### src/rtl/sse_pkg.sv
// package: constants, calibration tables and control/status types
package sse_pkg;
	localparam int ON_TIME_ROWS  = 9;
	localparam int POSITION_COLS = 6;
	localparam int ROM_ROWS      = 9;
	localparam int ROM_COLS      = 6;
	localparam int ROW_BITS      = $clog2(ON_TIME_ROWS);
	localparam int COL_BITS      = $clog2(POSITION_COLS);

	localparam int REG_GAIN   = 0;
	localparam int REG_ON_MIN = 1;
	localparam int REG_ON_MAX = 2;
	localparam int CFG_IDX_W  = 2;
	localparam int CFG_DATA_W = 16;

	function automatic logic [9:0] volt_rom(input int r, input int c);
		logic [9:0] t [ROM_ROWS][ROM_COLS];
		int rr;
		int cc;
		t = '{
			'{10'd558, 10'd486, 10'd416, 10'd352, 10'd296, 10'd254},
			'{10'd555, 10'd484, 10'd412, 10'd349, 10'd290, 10'd248},
			'{10'd554, 10'd484, 10'd410, 10'd345, 10'd289, 10'd242},
			'{10'd553, 10'd482, 10'd411, 10'd345, 10'd282, 10'd234},
			'{10'd554, 10'd480, 10'd405, 10'd328, 10'd266, 10'd220},
			'{10'd550, 10'd468, 10'd382, 10'd306, 10'd242, 10'd203},
			'{10'd531, 10'd434, 10'd341, 10'd276, 10'd220, 10'd191},
			'{10'd460, 10'd367, 10'd290, 10'd223, 10'd180, 10'd164},
			'{10'd327, 10'd253, 10'd196, 10'd154, 10'd136, 10'd129}};
		rr = (r < ROM_ROWS) ? r : ROM_ROWS - 1;
		cc = (c < ROM_COLS) ? c : ROM_COLS - 1;
		return t[rr][cc];
	endfunction

	function automatic logic [14:0] pos_rom(input int c);
		logic [14:0] t [ROM_COLS];
		int cc;
		t = '{15'd0, 15'd4424, 15'd8233, 15'd12616, 15'd16630, 15'd20439};
		cc = (c < ROM_COLS) ? c : ROM_COLS - 1;
		return t[cc];
	endfunction

	function automatic logic [9:0] row_max(input int r);
		logic [9:0] m;
		m = '0;
		for (int c = 0; c < POSITION_COLS; c++)
			if (volt_rom(r, c) > m) m = volt_rom(r, c);
		return m;
	endfunction

	function automatic logic [9:0] row_min(input int r);
		logic [9:0] m;
		m = 10'd1023;
		for (int c = 0; c < POSITION_COLS; c++)
			if (volt_rom(r, c) < m) m = volt_rom(r, c);
		return m;
	endfunction

	// datapath operations
	typedef enum logic [3:0] {
		OP_NONE, OP_LOAD, OP_ROW, OP_BOUND, OP_CLAMP, OP_SEG, OP_DIVSTEP,
		OP_POS, OP_STEP, OP_FINISH
	} op_t;

	typedef struct packed {
		op_t            op;
		logic [COL_BITS-1:0] col;
	} cmd_t;

	typedef struct packed {
		logic seg_hit;
		logic seg_skip;
		logic div_done;
	} stat_t;
endpackage

### src/rtl/sse_if.sv
// valid/ready channel interfaces for input and result items
interface sse_in_if;
	logic        valid;
	logic        ready;
	logic [11:0] sample_on;
	logic [11:0] sample_off;
	logic [11:0] target_mv;
	modport source (output valid, sample_on, sample_off, target_mv, input ready);
	modport sink (input valid, sample_on, sample_off, target_mv, output ready);
endinterface

interface sse_out_if;
	logic        valid;
	logic        ready;
	logic [14:0] position_q12;
	logic [14:0] target_q12;
	logic [13:0] on_time_out;
	modport source (output valid, position_q12, target_q12, on_time_out, input ready);
	modport sink (input valid, position_q12, target_q12, on_time_out, output ready);
endinterface

### src/rtl/sse_datapath.sv
// datapath: row interpolation, bound clamp, segment search, divider, controller step
module sse_datapath (
	input  logic                clk,
	input  logic                arst_n,
	input  sse_pkg::cmd_t       cmd,
	output sse_pkg::stat_t      stat,
	input  logic [11:0]         sample_on,
	input  logic [11:0]         sample_off,
	input  logic [11:0]         target_mv,
	input  logic [15:0]         gain_q8,
	input  logic [13:0]         on_time_min,
	input  logic [13:0]         on_time_max,
	output logic [14:0]         position_q12,
	output logic [14:0]         target_q12,
	output logic [13:0]         on_time_out
);
	// values scaled by 1000 (up to 4095 * 1000) fit in a 23-bit signed range; use 24
	logic [13:0] on_time_q;
	logic signed [12:0] vt_q;
	logic [11:0] tmv_q;
	logic [sse_pkg::ROW_BITS-1:0] xi_q;
	logic [10:0] frac_q;
	logic signed [23:0] vmax_q, vmin_q, a_q;
	logic [31:0] num_q;
	logic [23:0] den_q, rem_q;
	logic [14:0] d_q, pbase_q, quo_q;
	logic [5:0] dcnt_q;
	logic [14:0] pos_q;
	logic [14:0] tgt_q;
	logic signed [39:0] prod_q;
	logic seg_hit_q, seg_skip_q;

	// row value select
	logic [9:0] v0, v1, w0, w1, mx0, mx1, mn0, mn1;
	always_comb begin
		v0 = '0; v1 = '0; w0 = '0; w1 = '0; mx0 = '0; mx1 = '0; mn0 = '0; mn1 = '0;
		for (int r = 0; r < sse_pkg::ON_TIME_ROWS - 1; r++)
			if (xi_q == r[sse_pkg::ROW_BITS-1:0]) begin
				mx0 = sse_pkg::row_max(r); mx1 = sse_pkg::row_max(r + 1);
				mn0 = sse_pkg::row_min(r); mn1 = sse_pkg::row_min(r + 1);
				for (int c = 0; c < sse_pkg::POSITION_COLS - 1; c++)
					if (cmd.col == c[sse_pkg::COL_BITS-1:0]) begin
						v0 = sse_pkg::volt_rom(r, c);   v1 = sse_pkg::volt_rom(r + 1, c);
						w0 = sse_pkg::volt_rom(r, c+1); w1 = sse_pkg::volt_rom(r + 1, c+1);
					end
			end
	end
	logic [14:0] p0, p1;
	always_comb begin
		p0 = '0; p1 = '0;
		for (int c = 0; c < sse_pkg::POSITION_COLS - 1; c++)
			if (cmd.col == c[sse_pkg::COL_BITS-1:0]) begin
				p0 = sse_pkg::pos_rom(c); p1 = sse_pkg::pos_rom(c + 1);
			end
	end

	function automatic logic signed [23:0] lerp(input logic [9:0] a, input logic [9:0] b,
		input logic [10:0] f);
		logic signed [23:0] sa;
		logic signed [23:0] sb;
		logic signed [23:0] sf;
		sa = 24'(signed'({1'b0, a}));
		sb = 24'(signed'({1'b0, b}));
		sf = 24'(signed'({1'b0, f}));
		return sa * 24'sd1000 + sf * (sb - sa);
	endfunction

	// v/1000 for 0 <= v < 2^20: v * ceil(2^30/1000) >> 30 is exact there
	function automatic logic [12:0] div1000(input logic signed [23:0] v);
		logic [19:0] u;
		logic [40:0] p;
		u = v[19:0];
		p = 41'(u) * 41'd1073742;
		return 13'(p >> 30);
	endfunction

	logic signed [23:0] la, lb, dd, nn, vts;
	always_comb begin
		la = lerp(v0, v1, frac_q);
		lb = lerp(w0, w1, frac_q);
		vts = 24'(vt_q) * 24'sd1000;
		dd = lb - la;
		nn = vts - la;
		if (dd < 0) begin dd = -dd; nn = -nn; end
	end

	// row pair from on-time: x = on_time/1000 - 1, clamped to 0..7, by compare chain
	logic [sse_pkg::ROW_BITS-1:0] xr;
	logic [13:0] base;
	always_comb begin
		xr = '0;
		base = 14'd1000;
		for (int r = 1; r < sse_pkg::ON_TIME_ROWS - 1; r++)
			if (on_time_q >= 14'((r + 1) * 1000)) begin
				xr = r[sse_pkg::ROW_BITS-1:0];
				base = 14'((r + 1) * 1000);
			end
	end

	logic signed [15:0] err;
	logic signed [20:0] stp;
	logic signed [21:0] nxt;
	logic [23:0] rem_sh;
	assign err = signed'({1'b0, tgt_q}) - signed'({1'b0, pos_q});
	assign stp = (prod_q < 0) ? -21'((-prod_q) >>> 20) : 21'(prod_q >>> 20);
	assign nxt = 22'(signed'({1'b0, on_time_q})) + 22'(stp);
	assign rem_sh = {rem_q[22:0], num_q[31]};

	always_ff @(posedge clk or negedge arst_n) begin
		if (!arst_n) begin
			on_time_q <= 14'd1000;
			seg_hit_q <= 1'b0;
			seg_skip_q <= 1'b0;
			dcnt_q <= '0;
		end else begin
			unique case (cmd.op)
				sse_pkg::OP_LOAD: begin
					vt_q <= 13'(signed'({1'b0, sample_on}) - signed'({1'b0, sample_off}));
					tmv_q <= target_mv;
				end
				sse_pkg::OP_ROW: begin
					xi_q <= xr;
					if (on_time_q < 14'd1000) frac_q <= '0;
					else if (on_time_q - base > 14'd1000) frac_q <= 11'd1000;
					else frac_q <= 11'(on_time_q - base);
					// target: tmv*16384/3300 = tmv*ceil(2^34/825) >> 22, exact over 12 bits
					tgt_q <= 15'((37'(tmv_q) * 37'd20824084) >> 22);
				end
				sse_pkg::OP_BOUND: begin
					vmax_q <= lerp(mx0, mx1, frac_q);
					vmin_q <= lerp(mn0, mn1, frac_q);
				end
				sse_pkg::OP_CLAMP: begin
					if (vts > vmax_q) vt_q <= div1000(vmax_q);
					else if (vts < vmin_q) vt_q <= div1000(vmin_q);
					pos_q <= sse_pkg::pos_rom(sse_pkg::POSITION_COLS - 1);
				end
				sse_pkg::OP_SEG: begin
					a_q <= la;
					seg_skip_q <= (dd == 0);
					seg_hit_q <= (dd != 0) && (nn >= 0) && (nn <= dd);
					num_q <= 32'(nn);
					den_q <= 24'(dd);
					d_q <= p1 - p0;
					pbase_q <= p0;
					dcnt_q <= '0;
				end
				sse_pkg::OP_DIVSTEP: begin
					// restoring divide of num*d by den; first multiply then 32 shift steps
					if (dcnt_q == 6'd0) begin
						num_q <= 32'(num_q[23:0]) * 32'(d_q);
						rem_q <= '0;
						dcnt_q <= 6'd1;
					end else begin
						num_q <= {num_q[30:0], 1'b0};
						if (rem_sh >= den_q) begin
							rem_q <= rem_sh - den_q;
							quo_q <= {quo_q[13:0], 1'b1};
						end else begin
							rem_q <= rem_sh;
							quo_q <= {quo_q[13:0], 1'b0};
						end
						dcnt_q <= dcnt_q + 6'd1;
					end
				end
				sse_pkg::OP_POS: pos_q <= pbase_q + quo_q;
				sse_pkg::OP_STEP: prod_q <= 40'(err) * 40'(signed'({1'b0, gain_q8}));
				sse_pkg::OP_FINISH: begin
					if (nxt > 22'(signed'({1'b0, on_time_max}))) on_time_q <= on_time_max;
					else if (nxt < 22'(signed'({1'b0, on_time_min}))) on_time_q <= on_time_min;
					else on_time_q <= 14'(nxt);
				end
				default: ;
			endcase
		end
	end

	assign stat.seg_hit = seg_hit_q;
	assign stat.seg_skip = seg_skip_q;
	assign stat.div_done = (dcnt_q == 6'd33);
	assign position_q12 = pos_q;
	assign target_q12 = tgt_q;
	assign on_time_out = on_time_q;
	logic unused;
	assign unused = ^a_q;
endmodule

### src/rtl/sse_ctrl.sv
// controller: sequences load, bound clamp, column walk, divide and update
module sse_ctrl (
	input  logic           clk,
	input  logic           arst_n,
	input  logic           in_valid,
	output logic           in_ready,
	output logic           out_valid,
	input  logic           out_ready,
	output sse_pkg::cmd_t  cmd,
	input  sse_pkg::stat_t stat
);
	typedef enum logic [3:0] {
		S_IDLE, S_ROW, S_BOUND, S_CLAMP, S_SEG, S_CHK, S_DIV, S_POS, S_STEP, S_FIN, S_OUT
	} state_t;
	state_t state_q;
	logic [sse_pkg::COL_BITS-1:0] col_q;

	assign in_ready = (state_q == S_IDLE);
	assign out_valid = (state_q == S_OUT);

	always_comb begin
		cmd.col = col_q;
		unique case (state_q)
			S_IDLE:  cmd.op = in_valid ? sse_pkg::OP_LOAD : sse_pkg::OP_NONE;
			S_ROW:   cmd.op = sse_pkg::OP_ROW;
			S_BOUND: cmd.op = sse_pkg::OP_BOUND;
			S_CLAMP: cmd.op = sse_pkg::OP_CLAMP;
			S_SEG:   cmd.op = sse_pkg::OP_SEG;
			S_DIV:   cmd.op = stat.div_done ? sse_pkg::OP_NONE : sse_pkg::OP_DIVSTEP;
			S_POS:   cmd.op = sse_pkg::OP_POS;
			S_STEP:  cmd.op = sse_pkg::OP_STEP;
			S_FIN:   cmd.op = sse_pkg::OP_FINISH;
			default: cmd.op = sse_pkg::OP_NONE;
		endcase
	end

	always_ff @(posedge clk or negedge arst_n) begin
		if (!arst_n) begin
			state_q <= S_IDLE;
			col_q <= '0;
		end else begin
			unique case (state_q)
				S_IDLE:  if (in_valid) state_q <= S_ROW;
				S_ROW:   state_q <= S_BOUND;
				S_BOUND: state_q <= S_CLAMP;
				S_CLAMP: begin col_q <= '0; state_q <= S_SEG; end
				S_SEG:   state_q <= S_CHK;
				S_CHK: begin
					if (stat.seg_hit) state_q <= S_DIV;
					else if (col_q == sse_pkg::COL_BITS'(sse_pkg::POSITION_COLS - 2))
						state_q <= S_STEP;
					else begin col_q <= col_q + 1'b1; state_q <= S_SEG; end
				end
				S_DIV:   if (stat.div_done) state_q <= S_POS;
				S_POS:   state_q <= S_STEP;
				S_STEP:  state_q <= S_FIN;
				S_FIN:   state_q <= S_OUT;
				S_OUT:   if (out_ready) state_q <= S_IDLE;
				default: state_q <= S_IDLE;
			endcase
		end
	end
	logic unused;
	assign unused = stat.seg_skip;
endmodule

### src/rtl/solenoid_stroke_estimate_pcontrol_unit.sv
// top level: solenoid stroke estimator with proportional on-time control
// sequence: row select, bound, clamp, column walk (segment test and check per column),
//   segment divider (multiply, 32 shift steps, done), position, step, finish, result
// flow: one item at a time, next item taken in the cycle after the result is taken
// reset: arst_n async low; on-time 1000 us, gain 1280, limits 1000..9000
module solenoid_stroke_estimate_pcontrol_unit (
	input  logic clk,
	input  logic arst_n,
	sse_in_if.sink    in_ch,
	sse_out_if.source out_ch,
	input  logic                           cfg_we,
	input  logic [sse_pkg::CFG_IDX_W-1:0]  cfg_index,
	input  logic [sse_pkg::CFG_DATA_W-1:0] cfg_data
);
	logic [15:0] gain_q;
	logic [13:0] min_q, max_q;
	sse_pkg::cmd_t cmd;
	sse_pkg::stat_t stat;

	// configuration registers, unknown indexes dropped
	always_ff @(posedge clk or negedge arst_n) begin
		if (!arst_n) begin
			gain_q <= 16'd1280;
			min_q <= 14'd1000;
			max_q <= 14'd9000;
		end else if (cfg_we) begin
			if (cfg_index == sse_pkg::CFG_IDX_W'(sse_pkg::REG_GAIN)) gain_q <= cfg_data;
			else if (cfg_index == sse_pkg::CFG_IDX_W'(sse_pkg::REG_ON_MIN)) min_q <= cfg_data[13:0];
			else if (cfg_index == sse_pkg::CFG_IDX_W'(sse_pkg::REG_ON_MAX)) max_q <= cfg_data[13:0];
		end
	end

	sse_ctrl u_ctrl (
		.clk, .arst_n,
		.in_valid(in_ch.valid), .in_ready(in_ch.ready),
		.out_valid(out_ch.valid), .out_ready(out_ch.ready),
		.cmd, .stat
	);

	// result registers hold while out valid waits
	sse_datapath u_dp (
		.clk, .arst_n, .cmd, .stat,
		.sample_on(in_ch.sample_on), .sample_off(in_ch.sample_off),
		.target_mv(in_ch.target_mv),
		.gain_q8(gain_q), .on_time_min(min_q), .on_time_max(max_q),
		.position_q12(out_ch.position_q12), .target_q12(out_ch.target_q12),
		.on_time_out(out_ch.on_time_out)
	);
endmodule

### src/flat_wrapper.sv
// flat-port wrapper written by rule: the top's interface ports become plain ports
module solenoid_stroke_estimate_pcontrol_unit_flat 
  (clk, arst_n, cfg_we, cfg_index, cfg_data, in_ch_valid, in_ch_sample_on, in_ch_sample_off, in_ch_target_mv, in_ch_ready, out_ch_valid, out_ch_position_q12, out_ch_target_q12, out_ch_on_time_out, out_ch_ready);
  sse_in_if in_ch_i ();
  sse_out_if out_ch_i ();
  input  logic clk;
  input  logic arst_n;
  input  logic cfg_we;
  input  logic [sse_pkg::CFG_IDX_W-1:0] cfg_index;
  input  logic [sse_pkg::CFG_DATA_W-1:0] cfg_data;
  input wire logic [$bits(in_ch_i.valid)-1:0] in_ch_valid;
  input wire logic [$bits(in_ch_i.sample_on)-1:0] in_ch_sample_on;
  input wire logic [$bits(in_ch_i.sample_off)-1:0] in_ch_sample_off;
  input wire logic [$bits(in_ch_i.target_mv)-1:0] in_ch_target_mv;
  output wire logic [$bits(in_ch_i.ready)-1:0] in_ch_ready;
  output wire logic [$bits(out_ch_i.valid)-1:0] out_ch_valid;
  output wire logic [$bits(out_ch_i.position_q12)-1:0] out_ch_position_q12;
  output wire logic [$bits(out_ch_i.target_q12)-1:0] out_ch_target_q12;
  output wire logic [$bits(out_ch_i.on_time_out)-1:0] out_ch_on_time_out;
  input wire logic [$bits(out_ch_i.ready)-1:0] out_ch_ready;
  assign in_ch_i.valid = in_ch_valid;
  assign in_ch_i.sample_on = in_ch_sample_on;
  assign in_ch_i.sample_off = in_ch_sample_off;
  assign in_ch_i.target_mv = in_ch_target_mv;
  assign in_ch_ready = in_ch_i.ready;
  assign out_ch_valid = out_ch_i.valid;
  assign out_ch_position_q12 = out_ch_i.position_q12;
  assign out_ch_target_q12 = out_ch_i.target_q12;
  assign out_ch_on_time_out = out_ch_i.on_time_out;
  assign out_ch_i.ready = out_ch_ready;
  solenoid_stroke_estimate_pcontrol_unit u_core (.clk(clk), .arst_n(arst_n), .in_ch(in_ch_i), .out_ch(out_ch_i), .cfg_we(cfg_we), .cfg_index(cfg_index), .cfg_data(cfg_data));
endmodule
### config.mk
export PLATFORM = sky130hd
export DESIGN_NAME = solenoid_stroke_estimate_pcontrol_unit_flat
export DESIGN_NICKNAME = d
export VERILOG_FILES = /design/src/rtl/sse_pkg.sv /design/src/rtl/sse_if.sv /design/src/rtl/sse_datapath.sv /design/src/rtl/sse_ctrl.sv /design/src/rtl/solenoid_stroke_estimate_pcontrol_unit.sv /design/src/flat_wrapper.sv
export SDC_FILE = /design/constraint.sdc
export NUM_CORES = 2
export LEC_CHECK = 0
export BUFFER_PORTS_ARGS = -buffer_cell sky130_fd_sc_hd__buf_2
export CORE_ASPECT_RATIO = 1.75
export CORE_MARGIN = 5
export CORE_UTILIZATION = 65
export DETAILED_ROUTE_END_ITERATION = 8
export PLACE_DENSITY = 0.85
export REMOVE_ABC_BUFFERS = 1
export SLEW_MARGIN = 10
export SYNTH_ARGS = -nofsm -noshare
export SYNTH_HDL_FRONTEND = slang
export SYNTH_SLANG_ARGS = --single-unit
### constraint.sdc
create_clock -name clk -period 21.2 [get_ports clk]
set_clock_uncertainty 0.1 [all_clocks]
set_input_delay 2.12 -clock clk [delete_from_list [all_inputs] [get_ports clk]]
set_output_delay 2.12 -clock clk [all_outputs]
set_load 0.05 [all_outputs]
# --- Yosys cells after proc, flatten, opt, wreduce, memory -nomap -nowiden ---
# Index checks and enable logic that the tools add are counted.
word_totals:
  regBits: 354
  inputBits: 59
  output_inout_bits: 46
  word_cells: 893
op_classes:
  add_sub_neg: 23
  multipliers: 14
  n_lt_le_gt_ge: 178
  n_eq_ne: 39
  n_mux: 578
  n_bitwise: 3
  n_reduce_logical: 31
op_table:
  columns: ["operator", "count"]
  rows:
  - ["$mux W10", 527]
  - ["$gt A9 B10 Y1 const A", 52]
  - ["$lt A9 B10 Y1 const A", 52]
  - ["$gt A8 B10 Y1 const A", 28]
  - ["$lt A8 B10 Y1 const A", 28]
  - ["$mux W14", 8]
  - ["$mux W15", 7]
  - ["$add A21 B23 Y24", 4]
  - ["$mul A12 B11 Y23", 4]
  - ["$mul A20 B20 Y40 const B", 2]
  - ["$mul A10 B7 Y17 const B", 4]
  - ["$pmux W32 S2", 1]
  - ["$ge A14 B13 Y1 const B", 4]
  - ["$mux W13", 4]
  - ["$eq A4 B3 Y1 const B", 12]
  - ["$mux W24", 2]
  - ["$neg A24 Y24", 2]
  - ["$sub A24 B24 Y24", 2]
  - ["$pmux W4 S11", 1]
  - ["$sub A10 B10 Y11", 4]
  - ["$lt A40 B1 Y1 const B", 1]
  - ["$neg A40 Y40", 1]
  - ["$pmux W4 S9", 1]
  - ["$mul A12 B23 Y35 const B", 1]
  - ["other kinds (65)", 114]

# --- Logic depth before layout (Yosys ltp) ---
depth:
  word_depth: 58
  mapped_depth: 81
  depth_no_buf: 76

# --- Modules after synthesis ---
# Synthesis repeated with hierarchy kept, for this count alone.
unflattened:
  hier_cells: 9053
  area_unflattened_um2: 82854.5
by_module_without_submodules:
  columns: ["mod", "instances", "cells_per_inst", "area_per_inst_um2", "seq_area_each_um2"]
  rows:
  - ["sse_datapath", 1, 8896, 80612.3, 8515.7]
  - ["solenoid_stroke_estimate_pcontrol_unit", 1, 94, 1669.1, 1117.3]
  - ["sse_ctrl", 1, 63, 573.0, 175.2]

# --- Least setup slack after synthesis ---
# Ideal clock, no wire load.
synth_timing:
  path_kind: "reg-to-reg"
  from: "register u_core.u_ctrl.col_q[2] (netlist name)"
  to: "register u_core.u_dp.seg_hit_q"
  setup_ps: 77
  arrival_time_ps: 16706
  required_time_ps: 21023
  setup_slack_ps: 4317
  stages_incl_launch_ff: 74
  path_buffers: 6
  period_less_slack_ps: 16883
  cell_sequence: "dfrtp_1 -> clkbuf_1 -> clkinv_1 -> ha_1 -> clkbuf_1 -> nor2_1 -> nand2_1 -> nor2_1 -> nor2_1 -> o31ai_1 -> a22o_1 -> a21boi_0 -> inv_1 -> fa_1 -> fa_1 -> inv_1 -> fa_1 -> fa_1 -> [... 38 more ...] -> xnor3_1 -> clkbuf_1 -> buf_2 -> buf_1 -> nor2_1 -> xnor2_1 -> ha_1 -> a21o_1 -> a21o_1 -> a21o_1 -> a21o_1 -> a21o_1 -> a21oi_1 -> o221ai_1 -> xor2_1 -> a21oi_1 -> or3_1 -> a21oi_1"
synth_via:
  elab_chain_len: 58
  elab_cells_between_ends: 217
  classes_between: "8 x add/sub; 4 x mul; 3 x order compare; 4 x eq/ne; 194 x mux; 4 x reduce/logical"
synth_rtl:
  columns: ["item", "line_no", "source"]
  rows:
  - ["from (decl)", "sse_ctrl.sv:16", "logic [sse_pkg::COL_BITS-1:0] col_q;"]
  - ["from (signal assigned)", "sse_ctrl.sv:40", "col_q <= '0;"]
  - ["from (signal assigned)", "sse_ctrl.sv:46", "S_CLAMP: begin col_q <= '0; state_q <= S_SEG; end"]
  - ["from (signal assigned)", "sse_ctrl.sv:52", "else begin col_q <= col_q + 1'b1; state_q <= S_SEG; end"]
  - ["$logic_not A3 Y1", "sse_datapath.sv:42", "if (cmd.col == c[sse_pkg::COL_BITS-1:0]) begin"]
  - ["$mux W10 or $mux W9 (tied branches)", "sse_datapath.sv:42", null]
  - ["$mux W10 (4 in a row)", "sse_datapath.sv:42", null]
  - ["$mux W10", "sse_datapath.sv:38", "if (xi_q == r[sse_pkg::ROW_BITS-1:0]) begin"]
  - ["$mux W10 (5 in a row)", "sse_datapath.sv:42", null]
  - ["$mux W10", "sse_datapath.sv:38", null]
  - ["$mux W10 (5 in a row)", "sse_datapath.sv:42", null]
  - ["$mux W10", "sse_datapath.sv:38", null]
  - ["[... 31 more ...]", null, null]
  - ["$mul A12 B11 Y23", "sse_datapath.sv:65", "return sa * 24'sd1000 + sf * (sb - sa);"]
  - ["$add A21 B23 Y24", "sse_datapath.sv:65", null]
  - ["$sub A24 B24 Y24, on equally long branches", "sse_datapath.sv:83, sse_datapath.sv:82", null]
  - ["$neg A24 Y24 or $lt A24 B1 Y1 (tied branches)", "sse_datapath.sv:84", "if (dd < 0) begin dd = -dd; nn = -nn; end"]
  - ["$mux W24", "sse_datapath.sv:84", null]
  - ["$ge A24 B1 Y1 or $reduce_bool A32 Y1 (tied branches)", "sse_datapath.sv:141", "seg_hit_q <= (dd != 0) && (nn >= 0) && (nn <= dd);"]
  - ["$logic_and A1 B1 Y1", "sse_datapath.sv:141", null]
  - ["$logic_and A1 B1 Y1 *", "sse_datapath.sv:141", null]
  - ["to (signal assigned)", "sse_datapath.sv:141", null]
  - ["to (decl)", "sse_datapath.sv:31", "logic seg_hit_q, seg_skip_q;"]
# Mark *: on every way between the ends. The rest lies on a longest branch, timed or not.
# A chain may end at the register's enable or synchronous reset.

# --- Final worst setup path ---
layout_timing:
  from: "register u_core.u_ctrl.col_q[1] (netlist name)"
  to: "register u_core.u_dp.seg_hit_q"
# The elaborated chain is that of the path after synthesis.

==> flow_summary.html <==
<table>
<tr><th>Metric</th><th>Value</th></tr>
<tr><th colspan="2">Worst setup path</th></tr>
<tr><td>WP data required</td><td>21.62 ns</td></tr>
<tr><td>Slowest cell delay on critical path</td><td>0.79 ns</td></tr>
<tr><td>Minimum setup slack among reg-to-reg paths</td><td>1.96 ns</td></tr>
<tr><td>Worst Setup End Kind</td><td>flip-flop</td></tr>
<tr><td>Worst-path cell with the longest stage delay</td><td>sky130_fd_sc_hd__xnor3_1</td></tr>
<tr><td>Setup Crit Path Kind</td><td>flip-flop to flip-flop</td></tr>
<tr><td>Most numerous cell on the critical path</td><td>sky130_fd_sc_hd__fa_1</td></tr>
<tr><td>Maximum net fanout on the critical path</td><td>24</td></tr>
<tr><td>Startpoint type of the worst setup path</td><td>flip-flop</td></tr>
<tr><td>WP data arrival</td><td>19.66 ns</td></tr>
<tr><th colspan="2">CTS</th></tr>
<tr><td>Post-cts resize count</td><td>0</td></tr>
<tr><td>Depth of the CTS H-tree</td><td>2</td></tr>
<tr><td>Maximum number of buffers from clock root to sink</td><td>3</td></tr>
<tr><td>Post-CTS setup buffer count</td><td>0</td></tr>
<tr><td>Number of CTS-inserted buffers</td><td>36</td></tr>
<tr><td>Library cell used as clock root buffer</td><td>sky130_fd_sc_hd__clkbuf_16</td></tr>
<tr><td>Clock transition at the registers of the reported paths</td><td>0.07 ns</td></tr>
<tr><td>Skew-Pair Late Insertion Delay</td><td>between 0.6 and 0.7 ns</td></tr>
<tr><td>Total number of clock tree sinks</td><td>~340</td></tr>
<tr><td>TritonCTS clock tree</td><td>yes</td></tr>
<tr><td>Hold-fix buffers, CTS</td><td>0</td></tr>
<tr><th colspan="2">STA</th></tr>
<tr><td>Period utilisation layout</td><td>90.8%</td></tr>
<tr><td>Setup tns final</td><td>0 ns</td></tr>
<tr><td>Max Slew Vio Count</td><td>0</td></tr>
<tr><td>Unrepaired setup endpoints after global routing</td><td>false</td></tr>
<tr><td>Slew at the pin closest to its max-slew limit</td><td>1.34 ns</td></tr>
<tr><td>Maximum frequency from static timing analysis</td><td>52.0 MHz</td></tr>
<tr><td>Worst slew slack as a fraction of its limit</td><td>between 9 and 10%</td></tr>
<tr><td>Final critical path time including I/O delays and setup</td><td>19.24 ns</td></tr>
<tr><td>Setup violators final</td><td>0</td></tr>
<tr><td>Count of final hold-check violations</td><td>0</td></tr>
<tr><th colspan="2">Yosys</th></tr>
<tr><td>Mean instance size in the synthesized netlist</td><td>~9 sq um</td></tr>
<tr><td>Async S/R FF share, synth</td><td>21.5%</td></tr>
<tr><td>Post-synth EDFFs</td><td>approximately 260</td></tr>
<tr><td>Synth Instances</td><td>9,275</td></tr>
<tr><td>Count of different cell masters after synthesis</td><td>between 90 and 100</td></tr>
<tr><td>Flip-flop and latch count after synthesis</td><td>335</td></tr>
<tr><td>Total standard cell area after synthesis</td><td>83,700 sq um</td></tr>
<tr><td>Part of the Yosys area used for sequential elements</td><td>about 12%</td></tr>
<tr><td>Primary FF master, synth</td><td>sky130_fd_sc_hd__edfxtp_1</td></tr>
<tr><td>Total number of yosys warnings</td><td>0</td></tr>
<tr><th colspan="2">Drt</th></tr>
<tr><td>Iteration-0 DRC count of the detailed router</td><td>4,634</td></tr>
<tr><td>Vias per cell</td><td>6.20</td></tr>
<tr><td>Number of design rule violations left after detail routing</td><td>0</td></tr>
<tr><td>Total vias in the final route</td><td>68,100</td></tr>
<tr><td>Per-cell routed wire length</td><td>23.2 um</td></tr>
<tr><td>Final routed wirelength across all metal layers</td><td>255,000 um</td></tr>
<tr><td>Remaining number of nets flagged by the antenna check after routing</td><td>0</td></tr>
<tr><td>First-pass detailed-route iteration total</td><td>8</td></tr>
<tr><th colspan="2">Global routing</th></tr>
<tr><td>Maximum number of pins on one net before global-route repair</td><td>71</td></tr>
<tr><td>Vias in the first global route</td><td>between 70,000 and 80,000</td></tr>
<tr><td>First-pass GRT wire length</td><td>399,000 um</td></tr>
<tr><td>Total grt overflow</td><td>0</td></tr>
<tr><td>Number of antenna violations at the first check in global routing</td><td>16</td></tr>
<tr><td>GRT Resource Usage Total</td><td>37.6%</td></tr>
<tr><th colspan="2">Floorplanning</th></tr>
<tr><td>Die outline width</td><td>around 280 um</td></tr>
<tr><td>Count of pins on the block boundary</td><td>about 110</td></tr>
<tr><td>Die footprint</td><td>136,000 sq um</td></tr>
<tr><td>Y dimension of the die</td><td>roughly 480 um</td></tr>
<tr><td>Starting utilization of the core area</td><td>65.2%</td></tr>
<tr><td>Placeable core region</td><td>roughly 130,000 sq um</td></tr>
<tr><td>Placement Rows</td><td>about 170</td></tr>
<tr><th colspan="2">Layout</th></tr>
<tr><td>Total Nets Final</td><td>11,900</td></tr>
<tr><td>Fill cell count</td><td>9,740</td></tr>
<tr><td>Seq. cell area</td><td>9720 sq um</td></tr>
<tr><td>Fraction of the core area covered by cells at the end of the flow</td><td>68.3%</td></tr>
<tr><td>Multi-input gate area in the final layout</td><td>65,900 sq um</td></tr>
<tr><td>Finished layout cell area</td><td>87,500 sq um</td></tr>
<tr><td>Fraction of layout instances using a drive strength above 1</td><td>around 4.7%</td></tr>
<tr><td>Growth of design area from synthesis to finish</td><td>4.61%</td></tr>
<tr><th colspan="2">Placement</th></tr>
<tr><td>Final HPWL from detailed placement</td><td>approximately 210,000 um</td></tr>
<tr><td>Port-buffer cells</td><td>104</td></tr>
<tr><td>Cell area reported after detailed placement</td><td>~86,000 sq um</td></tr>
<tr><td>Routability-driven placement congestion ratio</td><td>1.07</td></tr>
<tr><th colspan="2">Status</th></tr>
<tr><td>Run status</td><td>finished clean</td></tr>
<tr><th colspan="2">Worst hold path</th></tr>
<tr><td>Hold WC Path Type</td><td>flip-flop to flip-flop</td></tr>
<tr><th colspan="2">Job</th></tr>
<tr><td>Number of max-cap violations</td><td>0</td></tr>
</table>
cells by family after synthesis:
logic type / after synthesis / synth area share (%)
buf+inv: 2195 / 9.86
flops: 335 / 11.6
simple gates: 2316 / 13.1
mux: 74 / 0.957
fa+ha+maj: 2614 / 50.2
compound gates: 1366 / 10.3
other cells: 2 / 0.00898
xor+xnor: 373 / 3.94
layer usage:
layer | GRT usage [%] | wire length [um] | part of all wire [%]
met1 | 35.9 | 77100 | 30
met2 | 66.3 | 128000 | 50
met3 | 7.15 | 17100 | 6.7
met4 | 35.9 | 32400 | 13
met5 | 0 | 42 | 0.016
worst max-delay path, delay by kind of cell (launching register included):
family,cells,cell delay [ns]
compound gates,25,4.58
flops,1,0.52
simple gates,16,3.23
xor+xnor,4,1.66
mux,1,0.34
fa+ha+maj,17,6.93
buf+inv,13,1.79
cell usage after synthesis (15+ instances only):
cell | count | share of area (%)
sky130_fd_sc_hd__inv_1 | 1905 | 8.5
sky130_fd_sc_hd__ha_1 | 1380 | 21
sky130_fd_sc_hd__fa_1 | 1234 | 30
sky130_fd_sc_hd__nand2_1 | 876 | 3.9
sky130_fd_sc_hd__nor2_1 | 481 | 2.2
sky130_fd_sc_hd__a21oi_1 | 415 | 2.5
sky130_fd_sc_hd__and2_1 | 327 | 2.4
sky130_fd_sc_hd__o21ai_0 | 300 | 1.8
sky130_fd_sc_hd__edfxtp_1 | 263 | 9.4
sky130_fd_sc_hd__clkbuf_1 | 261 | 1.2
sky130_fd_sc_hd__xnor2_1 | 252 | 2.6
sky130_fd_sc_hd__a21o_1 | 149 | 1.3
sky130_fd_sc_hd__nor3_1 | 121 | 0.72
sky130_fd_sc_hd__xor2_1 | 119 | 1.2
sky130_fd_sc_hd__nor2b_1 | 93 | 0.70
sky130_fd_sc_hd__nand3_1 | 88 | 0.53
sky130_fd_sc_hd__nand2b_1 | 81 | 0.61
sky130_fd_sc_hd__o21a_1 | 59 | 0.53
sky130_fd_sc_hd__dfrtp_1 | 53 | 1.6
sky130_fd_sc_hd__a31oi_1 | 52 | 0.39
sky130_fd_sc_hd__or2_2 | 49 | 0.37
sky130_fd_sc_hd__mux2_2 | 48 | 0.65
sky130_fd_sc_hd__and3_1 | 46 | 0.34
sky130_fd_sc_hd__nand4_1 | 42 | 0.31
sky130_fd_sc_hd__o21bai_1 | 40 | 0.36
sky130_fd_sc_hd__a211oi_1 | 39 | 0.35
sky130_fd_sc_hd__o211ai_1 | 36 | 0.32
sky130_fd_sc_hd__a21boi_0 | 31 | 0.28
sky130_fd_sc_hd__or3_1 | 30 | 0.22
sky130_fd_sc_hd__mux2i_1 | 26 | 0.31
sky130_fd_sc_hd__o31ai_1 | 26 | 0.23
sky130_fd_sc_hd__nor4_1 | 22 | 0.16
sky130_fd_sc_hd__o22ai_1 | 22 | 0.16
sky130_fd_sc_hd__dfstp_2 | 19 | 0.60
sky130_fd_sc_hd__o221ai_1 | 17 | 0.18
sky130_fd_sc_hd__a22oi_1 | 15 | 0.13
layout by cell type, fill, tap and decap left out, types with 118 or more instances in the layout:
| cell | Yosys | routed |
|---|---|---|
| sky130_fd_sc_hd__edfxtp_1 | 263 | 263 |
| sky130_fd_sc_hd__a21o_1 | 149 | 149 |
| sky130_fd_sc_hd__and2_1 | 327 | 327 |
| sky130_fd_sc_hd__ha_1 | 1380 | 1380 |
| sky130_fd_sc_hd__nor3_1 | 121 | 118 |
| sky130_fd_sc_hd__a21oi_1 | 415 | 414 |
| sky130_fd_sc_hd__nand2_1 | 876 | 876 |
| sky130_fd_sc_hd__fa_1 | 1234 | 1234 |
| sky130_fd_sc_hd__xor2_1 | 119 | 119 |
| sky130_fd_sc_hd__o21ai_0 | 300 | 298 |
| sky130_fd_sc_hd__xnor2_1 | 252 | 249 |
| sky130_fd_sc_hd__inv_1 | 1905 | 1905 |
| sky130_fd_sc_hd__nor2_1 | 481 | 478 |
through the flow:
step	setup slack, ns	hold slack, ns	std cells
finish	1.96	0.346	11000
global route	0.768	0.362	11000
CTS	2.23	0.354	11000
detailed placement	2.33	0.342	10900
global placement	2.54	0.338	10900
floorplan	2.63	0.331	9014
worst paths after layout:
| check | depth (start not counted) | to | from |
|---|---|---|---|
| hold / removal | 0 | u_core.u_dp.quo_q[9]$_DFFE_PP_ | u_core.u_dp.quo_q[8]$_DFFE_PP_ |
| setup / recovery | 76 | u_core.u_dp.seg_hit_q$_DFFE_PN0N_ | u_core.u_ctrl.col_q[1]$_DFFE_PN0P_ |
| min in group asynchronous | 1 | u_core.u_ctrl.col_q[2]$_DFFE_PN0P_ | arst_n |
| max in group asynchronous | 2 | u_core.max_q[2]$_DFFE_PN0P_ | arst_n |
| setup reg to reg | 76 | u_core.u_dp.seg_hit_q$_DFFE_PN0N_ | u_core.u_ctrl.col_q[1]$_DFFE_PN0P_ |
| hold reg to reg | 0 | u_core.u_dp.quo_q[9]$_DFFE_PP_ | u_core.u_dp.quo_q[8]$_DFFE_PP_ |
sequential cells by signal, summed over array words and instances (netlist names), 14 cells and up:
name	count
u_core.u_dp.target_q12	15
u_core.u_dp.on_time_out	14
u_core.u_dp.num_q	32
u_core.u_dp.position_q12	15
u_core.u_dp.prod_q	33
u_core.u_dp.quo_q	15
u_core.min_q	14
u_core.max_q	14
u_core.u_dp.vmin_q	24
u_core.u_dp.vmax_q	24
u_core.u_dp.rem_q	23
u_core.gain_q	16
u_core.u_dp.den_q	24
cell type report:
cell class              instances  share of cell area [%]
clock inverters                24                   0.336
diodes                         15                  0.0429
clock buffers                  42                    1.13
repair buffers                215                    1.55
well taps                    1672                    2.39
inverters                    1914                    8.21
flip-flops and latches        335                    11.1
multi-input cells            6765                    75.2
Power is not shown: default switching activity piles up to over one toggle a cycle in this logic, so the estimate is an artifact.
